===== src/ufc_pkg.sv =====
// Shared types, constants and character classes for the frequency command block.
// No dependencies; compile first.
package ufc_pkg;

  localparam int DIV_W = 32;

  localparam logic [7:0] CH_CR    = 8'h0D;
  localparam logic [7:0] CH_LF    = 8'h0A;
  localparam logic [7:0] CH_SPACE = 8'h20;
  localparam logic [7:0] CH_TAB   = 8'h09;
  localparam logic [7:0] CH_VT    = 8'h0B;
  localparam logic [7:0] CH_FF    = 8'h0C;
  localparam logic [7:0] CH_PLUS  = 8'h2B;
  localparam logic [7:0] CH_MINUS = 8'h2D;
  localparam logic [7:0] CH_ZERO  = 8'h30;
  localparam logic [7:0] CH_NINE  = 8'h39;

  localparam logic [16:0] SAT_LIMIT   = 17'd100000;
  localparam logic [16:0] FREQ_LIMIT  = 17'd50000;
  localparam logic [31:0] PERIOD_MAX  = 32'd65536;
  localparam logic [31:0] CLK_DEFAULT = 32'd84000000;

  typedef enum logic [3:0] {
    ST_IDLE,
    ST_READ,
    ST_EVAL,
    ST_CHECK,
    ST_DIV1,
    ST_MUL,
    ST_DIV2_START,
    ST_DIV2,
    ST_FINISH
  } state_t;

  typedef enum logic [1:0] {
    PH_LEAD,
    PH_DIGIT,
    PH_TAIL,
    PH_BAD
  } phase_t;

  typedef struct packed {
    logic             start;
    logic [DIV_W-1:0] dividend;
    logic [DIV_W-1:0] divisor;
  } div_req_t;

  typedef struct packed {
    logic             done;
    logic [DIV_W-1:0] quotient;
  } div_rsp_t;

  function automatic logic is_digit(input logic [7:0] c);
    return (c >= CH_ZERO) && (c <= CH_NINE);
  endfunction

  function automatic logic is_lead_space(input logic [7:0] c);
    return (c == CH_SPACE) || (c == CH_TAB) || (c == CH_VT) || (c == CH_FF);
  endfunction

  function automatic logic is_tail_space(input logic [7:0] c);
    return (c == CH_SPACE) || (c == CH_TAB);
  endfunction

endpackage


===== src/ufc_if.sv =====
// Valid/ready channel interfaces: received characters in, timer settings out.
// Depends on nothing.
interface ufc_rx_if;
  logic       valid;
  logic       ready;
  logic [7:0] rx_byte;

  modport source (output valid, output rx_byte, input ready);
  modport sink   (input valid, input rx_byte, output ready);
endinterface

interface ufc_res_if;
  logic        valid;
  logic        ready;
  logic        status;
  logic [15:0] prescaler;
  logic [15:0] reload;
  logic [15:0] compare;

  modport source (output valid, output status, output prescaler, output reload,
                  output compare, input ready);
  modport sink   (input valid, input status, input prescaler, input reload,
                  input compare, output ready);
endinterface


===== src/ufc_ram.sv =====
// Generic single-write, single-read RAM with registered read data.
// No dependencies.
module ufc_ram #(
  parameter int WIDTH = 8,
  parameter int DEPTH = 15,
  localparam int ADDR_W = (DEPTH > 1) ? $clog2(DEPTH) : 1
) (
  input  logic              clk,
  input  logic              we,
  input  logic [ADDR_W-1:0] waddr,
  input  logic [WIDTH-1:0]  wdata,
  input  logic [ADDR_W-1:0] raddr,
  output logic [WIDTH-1:0]  rdata
);

  logic [WIDTH-1:0] mem [DEPTH];

  always_ff @(posedge clk) begin
    if (we) begin
      mem[waddr] <= wdata;
    end
    rdata <= mem[raddr];
  end

endmodule


===== src/ufc_div.sv =====
// Restoring 32/32 unsigned divider, one quotient bit per cycle.
// Depends on ufc_pkg.
module ufc_div
  import ufc_pkg::*;
(
  input  logic     clk,
  input  logic     rst,
  input  div_req_t req,
  output div_rsp_t rsp
);

  logic             busy;
  logic             done;
  logic [4:0]       cnt;
  logic [DIV_W-1:0] quo;
  logic [DIV_W-1:0] rem;
  logic [DIV_W-1:0] dvs;
  logic [DIV_W:0]   shifted;
  logic [DIV_W:0]   diff;
  logic             borrow;

  always_comb begin
    shifted = {rem, quo[DIV_W-1]};
    diff    = shifted - {1'b0, dvs};
    borrow  = diff[DIV_W];
  end

  always_ff @(posedge clk) begin
    if (rst) begin
      busy <= 1'b0;
      done <= 1'b0;
      cnt  <= '0;
    end else begin
      done <= 1'b0;
      if (req.start) begin
        busy <= 1'b1;
        cnt  <= '0;
      end else if (busy) begin
        cnt <= cnt + 5'd1;
        if (cnt == 5'(DIV_W - 1)) begin
          busy <= 1'b0;
          done <= 1'b1;
        end
      end
    end
  end

  always_ff @(posedge clk) begin
    if (req.start) begin
      quo <= req.dividend;
      rem <= '0;
      dvs <= req.divisor;
    end else if (busy) begin
      rem <= borrow ? shifted[DIV_W-1:0] : diff[DIV_W-1:0];
      quo <= {quo[DIV_W-2:0], ~borrow};
    end
  end

  assign rsp.done     = done;
  assign rsp.quotient = quo;

endmodule


===== src/uart_frequency_command_to_pwm_timing.sv =====
// Serial frequency command to half-duty PWM timer settings: top level.
// Depends on ufc_pkg, ufc_if, ufc_ram and ufc_div.
//
// Ordinary characters are taken one per cycle while idle and written into a line
// RAM of LINE_BYTES-1 entries; a character arriving on a full line drops the line.
// A CR or LF on a non-empty line starts processing: each stored character is read
// back from the RAM in a read state and then evaluated in an evaluate state, then two
// divisions (clock / (65537*f) for the prescaler, clock / (f*(prescaler+1)) for the
// period) run one after the other on one shared divider; a line that fails the
// syntax or range check skips both divisions. No input is taken until its result
// has gone into the output register. A finished result waits there while the
// next line is collected. Status 1 means ERR with all timer fields zero.
module uart_frequency_command_to_pwm_timing
  import ufc_pkg::*;
#(
  parameter int LINE_BYTES = 16
) (
  input  logic              clk,
  input  logic              rst,
  input  logic              cfg_we,
  input  logic [31:0]       cfg_wdata,
  ufc_rx_if.sink            rx,
  ufc_res_if.source         res
);

  localparam int DEPTH  = LINE_BYTES - 1;
  localparam int ADDR_W = (DEPTH > 1) ? $clog2(DEPTH) : 1;
  localparam int LEN_W  = $clog2(LINE_BYTES);

  state_t state, state_next;
  phase_t phase;

  logic [31:0]      clk_hz;
  logic [LEN_W-1:0] len;
  logic [LEN_W-1:0] pos;
  logic             digits;
  logic             neg;
  logic [16:0]      value;
  logic             err;
  logic [15:0]      psc;
  logic [31:0]      prod;
  logic [31:0]      span;

  logic             res_valid;
  logic             res_status;
  logic [15:0]      res_psc;
  logic [15:0]      res_arr;
  logic [15:0]      res_cmp;

  logic             rx_fire;
  logic             is_term;
  logic             ram_we;
  logic [7:0]       ch;
  logic [19:0]      acc;
  logic [16:0]      acc_sat;
  logic             parse_ok;
  logic             load_res;
  logic [31:0]      div1_divisor;
  div_req_t         div_req;
  div_rsp_t         div_rsp;

  ufc_ram #(
    .WIDTH(8),
    .DEPTH(DEPTH)
  ) u_line (
    .clk  (clk),
    .we   (ram_we),
    .waddr(len[ADDR_W-1:0]),
    .wdata(rx.rx_byte),
    .raddr(pos[ADDR_W-1:0]),
    .rdata(ch)
  );

  ufc_div u_div (
    .clk(clk),
    .rst(rst),
    .req(div_req),
    .rsp(div_rsp)
  );

  // value*10 + digit, saturated
  always_comb begin
    acc     = (20'(value) << 3) + (20'(value) << 1) + 20'(ch - CH_ZERO);
    acc_sat = (acc > 20'(SAT_LIMIT)) ? SAT_LIMIT : acc[16:0];
  end

  assign parse_ok = digits && (phase != PH_BAD) && !neg && (value != '0) &&
                    (value < FREQ_LIMIT);
  // 65537*f stays below 2^32 for f < 50000
  assign div1_divisor = {value[15:0], 16'h0000} + 32'(value[15:0]);
  assign load_res = (state == ST_FINISH) && (!res_valid || res.ready);

  always_comb begin
    rx.ready = (state == ST_IDLE);
    rx_fire  = rx.valid && rx.ready;
    is_term  = (rx.rx_byte == CH_CR) || (rx.rx_byte == CH_LF);
    ram_we   = rx_fire && !is_term && (len < LEN_W'(DEPTH));
    div_req.start    = ((state == ST_CHECK) && parse_ok) || (state == ST_DIV2_START);
    div_req.dividend = clk_hz;
    div_req.divisor  = (state == ST_CHECK) ? div1_divisor : prod;
  end

  always_comb begin
    state_next = state;
    unique case (state)
      ST_IDLE:       if (rx_fire && is_term && (len != '0)) state_next = ST_READ;
      ST_READ:       state_next = (pos == len) ? ST_CHECK : ST_EVAL;
      ST_EVAL:       state_next = ST_READ;
      ST_CHECK:      state_next = parse_ok ? ST_DIV1 : ST_FINISH;
      ST_DIV1:       if (div_rsp.done) state_next = ST_MUL;
      ST_MUL:        state_next = ST_DIV2_START;
      ST_DIV2_START: state_next = ST_DIV2;
      ST_DIV2:       if (div_rsp.done) state_next = ST_FINISH;
      ST_FINISH:     if (load_res) state_next = ST_IDLE;
      default:       state_next = ST_IDLE;
    endcase
  end

  always_ff @(posedge clk) begin
    if (rst) begin
      state     <= ST_IDLE;
      len       <= '0;
      clk_hz    <= CLK_DEFAULT;
      res_valid <= 1'b0;
    end else begin
      state <= state_next;
      if (cfg_we) begin
        clk_hz <= cfg_wdata;
      end
      if (rx_fire && !is_term) begin
        len <= (len < LEN_W'(DEPTH)) ? len + LEN_W'(1) : '0;
      end else if (state == ST_CHECK) begin
        len <= '0;
      end
      if (load_res) begin
        res_valid <= 1'b1;
      end else if (res.ready) begin
        res_valid <= 1'b0;
      end
    end
  end

  // line walk and timer arithmetic
  always_ff @(posedge clk) begin
    unique case (state)
      ST_IDLE: begin
        pos    <= '0;
        phase  <= PH_LEAD;
        digits <= 1'b0;
        neg    <= 1'b0;
        value  <= '0;
      end
      ST_EVAL: begin
        pos <= pos + LEN_W'(1);
        unique case (phase)
          PH_LEAD: begin
            if (is_lead_space(ch)) begin
              phase <= PH_LEAD;
            end else if ((ch == CH_PLUS) || (ch == CH_MINUS)) begin
              neg   <= (ch == CH_MINUS);
              phase <= PH_DIGIT;
            end else if (is_digit(ch)) begin
              value  <= acc_sat;
              digits <= 1'b1;
              phase  <= PH_DIGIT;
            end else begin
              phase <= PH_BAD;
            end
          end
          PH_DIGIT: begin
            if (is_digit(ch)) begin
              value  <= acc_sat;
              digits <= 1'b1;
            end else if (digits && is_tail_space(ch)) begin
              phase <= PH_TAIL;
            end else begin
              phase <= PH_BAD;
            end
          end
          PH_TAIL:  if (!is_tail_space(ch)) phase <= PH_BAD;
          default:  phase <= PH_BAD;
        endcase
      end
      ST_CHECK: err <= !parse_ok;
      ST_DIV1: begin
        if (div_rsp.done) begin
          psc <= div_rsp.quotient[15:0];
          if (div_rsp.quotient[31:16] != '0) err <= 1'b1;
        end
      end
      ST_MUL: prod <= {16'h0000, value[15:0]} * (32'(psc) + 32'd1);
      ST_DIV2: begin
        if (div_rsp.done) begin
          span <= div_rsp.quotient;
          if ((div_rsp.quotient == '0) || (div_rsp.quotient > PERIOD_MAX)) err <= 1'b1;
        end
      end
      default: ;
    endcase
  end

  always_ff @(posedge clk) begin
    if (load_res) begin
      res_status <= err;
      res_psc    <= err ? '0 : psc;
      res_arr    <= err ? '0 : 16'(span - 32'd1);
      res_cmp    <= err ? '0 : span[16:1];
    end
  end

  assign res.valid     = res_valid;
  assign res.status    = res_status;
  assign res.prescaler = res_psc;
  assign res.reload    = res_arr;
  assign res.compare   = res_cmp;

endmodule


===== src/flat_wrapper.sv =====
// flat-port wrapper written by rule: the top's interface ports become plain ports
module uart_frequency_command_to_pwm_timing_flat import ufc_pkg::*;
#(
  parameter int LINE_BYTES = 16
)
  (clk, rst, cfg_we, cfg_wdata, rx_valid, rx_rx_byte, rx_ready, res_valid, res_status, res_prescaler, res_reload, res_compare, res_ready);
  ufc_rx_if rx_i ();
  ufc_res_if res_i ();
  input  logic clk;
  input  logic rst;
  input  logic cfg_we;
  input  logic [31:0] cfg_wdata;
  input wire logic [$bits(rx_i.valid)-1:0] rx_valid;
  input wire logic [$bits(rx_i.rx_byte)-1:0] rx_rx_byte;
  output wire logic [$bits(rx_i.ready)-1:0] rx_ready;
  output wire logic [$bits(res_i.valid)-1:0] res_valid;
  output wire logic [$bits(res_i.status)-1:0] res_status;
  output wire logic [$bits(res_i.prescaler)-1:0] res_prescaler;
  output wire logic [$bits(res_i.reload)-1:0] res_reload;
  output wire logic [$bits(res_i.compare)-1:0] res_compare;
  input wire logic [$bits(res_i.ready)-1:0] res_ready;
  assign rx_i.valid = rx_valid;
  assign rx_i.rx_byte = rx_rx_byte;
  assign rx_ready = rx_i.ready;
  assign res_valid = res_i.valid;
  assign res_status = res_i.status;
  assign res_prescaler = res_i.prescaler;
  assign res_reload = res_i.reload;
  assign res_compare = res_i.compare;
  assign res_i.ready = res_ready;
  uart_frequency_command_to_pwm_timing #(.LINE_BYTES(LINE_BYTES)) u_core (.clk(clk), .rst(rst), .cfg_we(cfg_we), .cfg_wdata(cfg_wdata), .rx(rx_i), .res(res_i));
endmodule

===== config.mk =====
export PLATFORM = sky130hd
export DESIGN_NAME = uart_frequency_command_to_pwm_timing_flat
export DESIGN_NICKNAME = d
export VERILOG_FILES = /design/src/ufc_pkg.sv /design/src/ufc_if.sv /design/src/ufc_ram.sv /design/src/ufc_div.sv /design/src/uart_frequency_command_to_pwm_timing.sv /design/src/flat_wrapper.sv
export SDC_FILE = /design/constraint.sdc
export NUM_CORES = 1
export LEC_CHECK = 0
export BUFFER_PORTS_ARGS = -buffer_cell sky130_fd_sc_hd__buf_2
export CORE_MARGIN = 10
export CORE_UTILIZATION = 64
export DETAILED_ROUTE_END_ITERATION = 10
export GPL_TIMING_DRIVEN = 0
export PLACE_DENSITY = 0.92
export SLEW_MARGIN = 20
export SYNTH_ARGS = -nofsm -noshare
export SYNTH_HDL_FRONTEND = slang
export SYNTH_SLANG_ARGS = --single-unit
export TNS_END_PERCENT = 100

===== constraint.sdc =====
create_clock -name clk -period 8.5 [get_ports clk]
set_input_delay 1.275 -clock clk [delete_from_list [all_inputs] [get_ports clk]]
set_output_delay 1.275 -clock clk [all_outputs]
set_load 0.005 [all_outputs]

Yosys cells after proc, flatten, opt, wreduce, memory -nomap -nowiden
Memories as Yosys holds them, arrays and structs flattened. A register that Yosys moved wholly into a read port is not among the register bits.
Cells that the tools add are included.

operators by class
  add/subtract/negate cells = 10
  $mul = 1
  magnitude comparators = 6
  equal/unequal tests = 35
  muxes and demuxes = 51
  bitwise gates (word level) = 2
  reduce and logical (&&, ||, !) cells = 45

operators with widths
  operator                                                                         number
  32-bit two-way mux                                                               4
  17-bit two-way mux                                                               4
  17-bit one-hot mux with 2 select lines                                           2
  8-bit by 4-bit == test with 1-bit output (second input constant)                 5
  4-bit one-hot mux with 9 select lines                                            1
  33-bit by 32-bit subtractor with 33-bit output                                   1
  32-bit by 16-bit adder with 32-bit output                                        1
  32-bit by 17-bit > comparator with 1-bit output (second input constant)          1
  32-bit zero test                                                                 1
  16-bit by 32-bit multiplier with 32-bit output                                   1
  4-bit two-way mux                                                                8
  8-bit by 6-bit == test with 1-bit output (second input constant)                 3
  20-bit by 18-bit adder with 20-bit output                                        1
  20-bit adder                                                                     1
  20-bit by 17-bit > comparator with 1-bit output (second input constant)          1
  1-bit two-way mux                                                                20
  16-bit by 1-bit adder with 17-bit output (second input constant)                 1
  17-bit by 16-bit less-than comparator with 1-bit output (second input constant)  1
  17-bit nonzero test                                                              1
  4-bit by 3-bit == test with 1-bit output (second input constant)                 4
  16-bit nonzero test                                                              1
  16-bit by 1-bit subtractor with 16-bit output (second input constant)            1
  3-bit inequality test (second input constant)                                    5
  1-bit logical AND                                                                13
  35 further kinds                                                                 68

word-level totals
  register bits after elaboration = 284
  bits in writable memories = 120
  output and inout port bits = 51
  logic and storage cells = 174
  memories kept = 1

memory list
  memory             words  bits a word  rd ports  clocked after Yosys merged registers in  write ports  RTL line       source
  u_core.u_line.mem  15     8            1         1                                        1            ufc_ram.sv:16  logic [WIDTH-1:0] mem [DEPTH];

Longest topological paths before layout
  depth in word-level cells = 9
  mapped depth = 31

Cells and area by module
Synthesis repeated with hierarchy kept, for this count alone.

second synthesis, totals
  cell total of the unflattened synthesis = 2656
  area, all modules = 28682.5 um2

modules (own cells, without submodules)
  module                                instances  cells an instance  area each (um2)  seq. area each (um2)
  uart_frequency_command_to_pwm_timing  1          1865               17961.0          5024.8
  ufc_div                               1          562                5855.6           2702.6
  ufc_ram                               1          229                4865.9           3763.6

Worst setup path before layout
Ideal clock, no wire load.

  kind = register to register
  start = register u_core.psc[1]
  end = register u_core.prod[30], data pin
  library setup time = 0.258 ns
  arrival = 7.119 ns
  required time = 8.242 ns
  path slack = 1.123 ns
  stages on the path, launching flop included = 31
  path buffers = 2
  cell sequence = edfxtp_1 -> ha_1 -> nand2_1 -> nor2_1 -> and3_1 -> nor3b_1 -> nand3_1 -> xnor2_1 -> clkbuf_1 -> nand2_1 -> fa_1 -> fa_1 -> inv_1 -> fa_1 -> fa_1 -> fa_1 -> inv_1 -> fa_1 -> inv_1 -> ha_1 -> clkbuf_1 -> inv_1 -> o31ai_1 -> a21oi_1 -> o21ai_0 -> o41ai_2 -> nand4b_1 -> a31oi_1 -> o21a_1 -> nor2_1 -> xnor2_1

on the way
  word-level cells in the longest chain between the ends = 2

ends and longest elaborated chain
  element                                         RTL line                                     source
  start, declared                                 uart_frequency_command_to_pwm_timing.sv:40   logic [15:0] psc;
  start signal, assigned                          uart_frequency_command_to_pwm_timing.sv:187  psc <= div_rsp.quotient[15:0];
  16-bit by 1-bit adder with 17-bit output        uart_frequency_command_to_pwm_timing.sv:191  ST_MUL: prod <= {16'h0000, value[15:0]} * (32'(psc) + 32'd1);
  16-bit by 32-bit multiplier with 32-bit output  uart_frequency_command_to_pwm_timing.sv:191
  end signal, assigned                            uart_frequency_command_to_pwm_timing.sv:191
  end, declared                                   uart_frequency_command_to_pwm_timing.sv:41   logic [31:0] prod;

Every way passes these cells.
A chain may end at the register's enable or synchronous reset.

Worst setup path in the final report
Ends and elaborated chain as after synthesis.

==> run summary <==
status: completed
post-synth cell types: 84
Slew HR: 14.58%
Power per Cell Area: 245.2 nW/µm²
Core Area: 44220 µm²
Syn Inst Count: 2755
min Tclk post-route: 8.429 ns
Via density: 6.363
Initial DRT Pass Iterations: 6
area grow syn2layout: 10.76%
Post-Syn Area: 28580 µm²
clock latency on the worst-skew pair: 0.59 ns
CTS root buffer: clkbuf_16
total track usage: 29.62%
std cell rows: 77
number of synthesized flops with an enable pin: 324
Synth area leaders: edfxtp_1 34%, fa_1 16%, ha_1 7.2%, dfxtp_1 6.2%, nand2_1 5.7%
CP startpoint kind: flop
final slew viol count: 0
crit-path max cell delay: 0.63 ns
worst slew pin tran: 1.270 ns
total power: 7.762 mW
# H-tree levels: 2
HPWL after DPL: 58560 µm
die width: 231.3 µm
CP dominant cell by count: fa_1
Worst-path clk slew: 0.07 ns
fillcell total: 2787
synthesized flop and latch total: 412
pin count of the biggest net entering global routing: 33
cell taking the most area after synthesis: edfxtp_1
fin nets: 3343
FF+latch area: 11490 µm²
clk buf depth: 3
Final period util: 99.16%
static leakage: 13.52 nW
CP max-delay cell: fa_1
CTS Hold Bufs: 0
final wirelength: 81370 µm
total negative slack: 0 ns
Antenna Nets Post-Route: 0
Num CTS Buffers: 41
Max FO, Critical Path: 10
top cells by count, synth: 431 x nand2_1, 324 x edfxtp_1, 317 x inv_1
routed len/inst: 23.03 µm
fmax: 118.6 MHz
WP data arrival: 8.72 ns
Async SR Flop Fraction: 0%
Worst EP required: 8.80 ns
Total Die Area: 53520 µm²
Sink Count: 412
syn avg cell area: 10.38 µm²
Worst Hold Class: reg2reg
layout cell share with drive strength beyond 1: 9.487%
max-cap violations: 0
first-pass GRT wire length: 124200 µm
count of final setup violators: 0
multi-input logic area: 15680 µm²
final hold viol count: 0
skew final: 0.02442 ns
Final GP Congestion: 0.9708
Most used DFF post-synth: edfxtp_1
unrepaired setup endpoints after global routing: true
grt ovf: 0
CTS tree: done
antenna violations before repair: 3
maximum vdd drop: 0.2215 mV
Crit Path Class: reg2reg
# IOs: 96
DR iter-0 viols: 2762
Die Ht: 231.3 µm
register area share after synthesis: 40.20%
port bufs: 95
vias in the first global route: 22580
Setup crit end kind: flop
Initial Util: 64.64%
most common cell in the netlist: nand2_1
YS warnings: 0
DRC errors left: 0
synthesized netlist net count: 3189
Vias: 22480
post-synth top area share: 34.04%
antenna cell count: 0
[path summary, 6_finish.rpt]
| check | slack, ns | end | startpoint | cells past startpoint |
|---|---|---|---|---|
| setup reg to reg | 0.07 | u_core.prod[30] | u_core.psc[1] | 27 |
| setup / recovery | 0.07 | u_core.prod[30] | u_core.psc[1] | 27 |
| hold reg to reg | 0.49 | u_core.u_div.rem[15] | u_core.u_div.rem[14] | 2 |
| hold / removal | 0.49 | u_core.u_div.rem[15] | u_core.u_div.rem[14] | 2 |
[report_power, final]
part,leakage [nW],switching (mW),internal [mW]
combinational,9.11,2.08,1.32
sequential,3.73,0.119,2.34
clock,0.676,0.802,1.10
[flip-flops by register name, indices dropped and copies added, names as in the netlist, 8 cells and up]
name and flops:
u_core.res.compare 16, u_core.u_div.quo 32, u_core.res.reload 16, u_core.u_line.rdata 8
u_core.psc 16, u_core.u_div.rem 32, u_core.span 17, u_core.prod 32
u_core.res.prescaler 16, u_core.u_line.mem 120, u_core.u_div.dvs 32, u_core.value 17
u_core.clk_hz 32
[layer usage]
layer | GRT usage, % | routed length (µm) | vias to the layer above
li1 | - | - | 9594
met1 | 34.76 | 27790 | 10850
met2 | 49.23 | 39470 | 1612
met3 | 7.378 | 8645 | 419
met4 | 16.63 | 5453 | 2
met5 | 0 | 12 | -
[layout by cell type (no fill, tap or decap), types with 41 or more instances in the layout]
| cell | Yosys | routed |
|---|---|---|
| clkbuf_1 | 114 | 109 |
| ha_1 | 165 | 164 |
| edfxtp_1 | 324 | 324 |
| mux2i_1 | 48 | 48 |
| a21oi_1 | 92 | 91 |
| nor2b_1 | 66 | 65 |
| inv_1 | 317 | 316 |
| xnor2_1 | 75 | 67 |
| nand2_1 | 431 | 431 |
| nor2_1 | 155 | 152 |
| clkbuf_16 | 0 | 41 |
| and2_1 | 111 | 111 |
| o21ai_0 | 90 | 88 |
| fa_1 | 224 | 224 |
| buf_2 | 4 | 104 |
| dfxtp_1 | 88 | 88 |
[critical path, delay by kind of cell, from the launching register on]
family / cells / cell delay (ns)
adders and majority gates: 8 / 3.79
and+or+nand+nor: 8 / 1.73
AOI/OAI and AO/OA: 5 / 1.22
xor gates and xnor gates: 2 / 0.52
buffers and inverters: 4 / 0.46
DFF: 1 / 0.41
[through the flow]
stage               instances  setup WS, ns  hold WS [ns]  cell area (µm²)  util (%)
finish                   3533       0.07148        0.4890            31660     71.60
global route             3533       -0.1917        0.5019            31660     71.60
CTS                      3527       0.09572        0.4868            31430     71.06
detailed placement       3452       -0.7980        0.4879            29940     67.70
global placement         3442       -0.6019        0.4680            29800     67.39
floorplan                2755         1.123        0.4531            28580         -
[repair_timing]
item | CTS | global route
resized for setup | 23 | 42
pin swaps | 0 | 9
setup buffers | 0 | 8
setup endpoints to repair | 7 | 4
[layout make-up]
cell class | count | share of cell area, %
multi-input combinational | 1895 | 49.52
sequential | 412 | 36.29
inverter | 318 | 3.770
clock buffer | 57 | 3.620
tap | 592 | 2.339
timing repair buffer | 114 | 2.035
buffer | 127 | 1.683
clock inverter | 18 | 0.7429
[cell families after synthesis]
family / share of synthesized area (%)
DFF: 40.20
and+or+nand+nor: 15.25
buffers and inverters: 5.953
muxes: 3.020
AOI/OAI and AO/OA: 9.188
adders and majority gates: 22.91
xor gates and xnor gates: 3.484
Note: power is estimated with default switching activity, not from simulation.
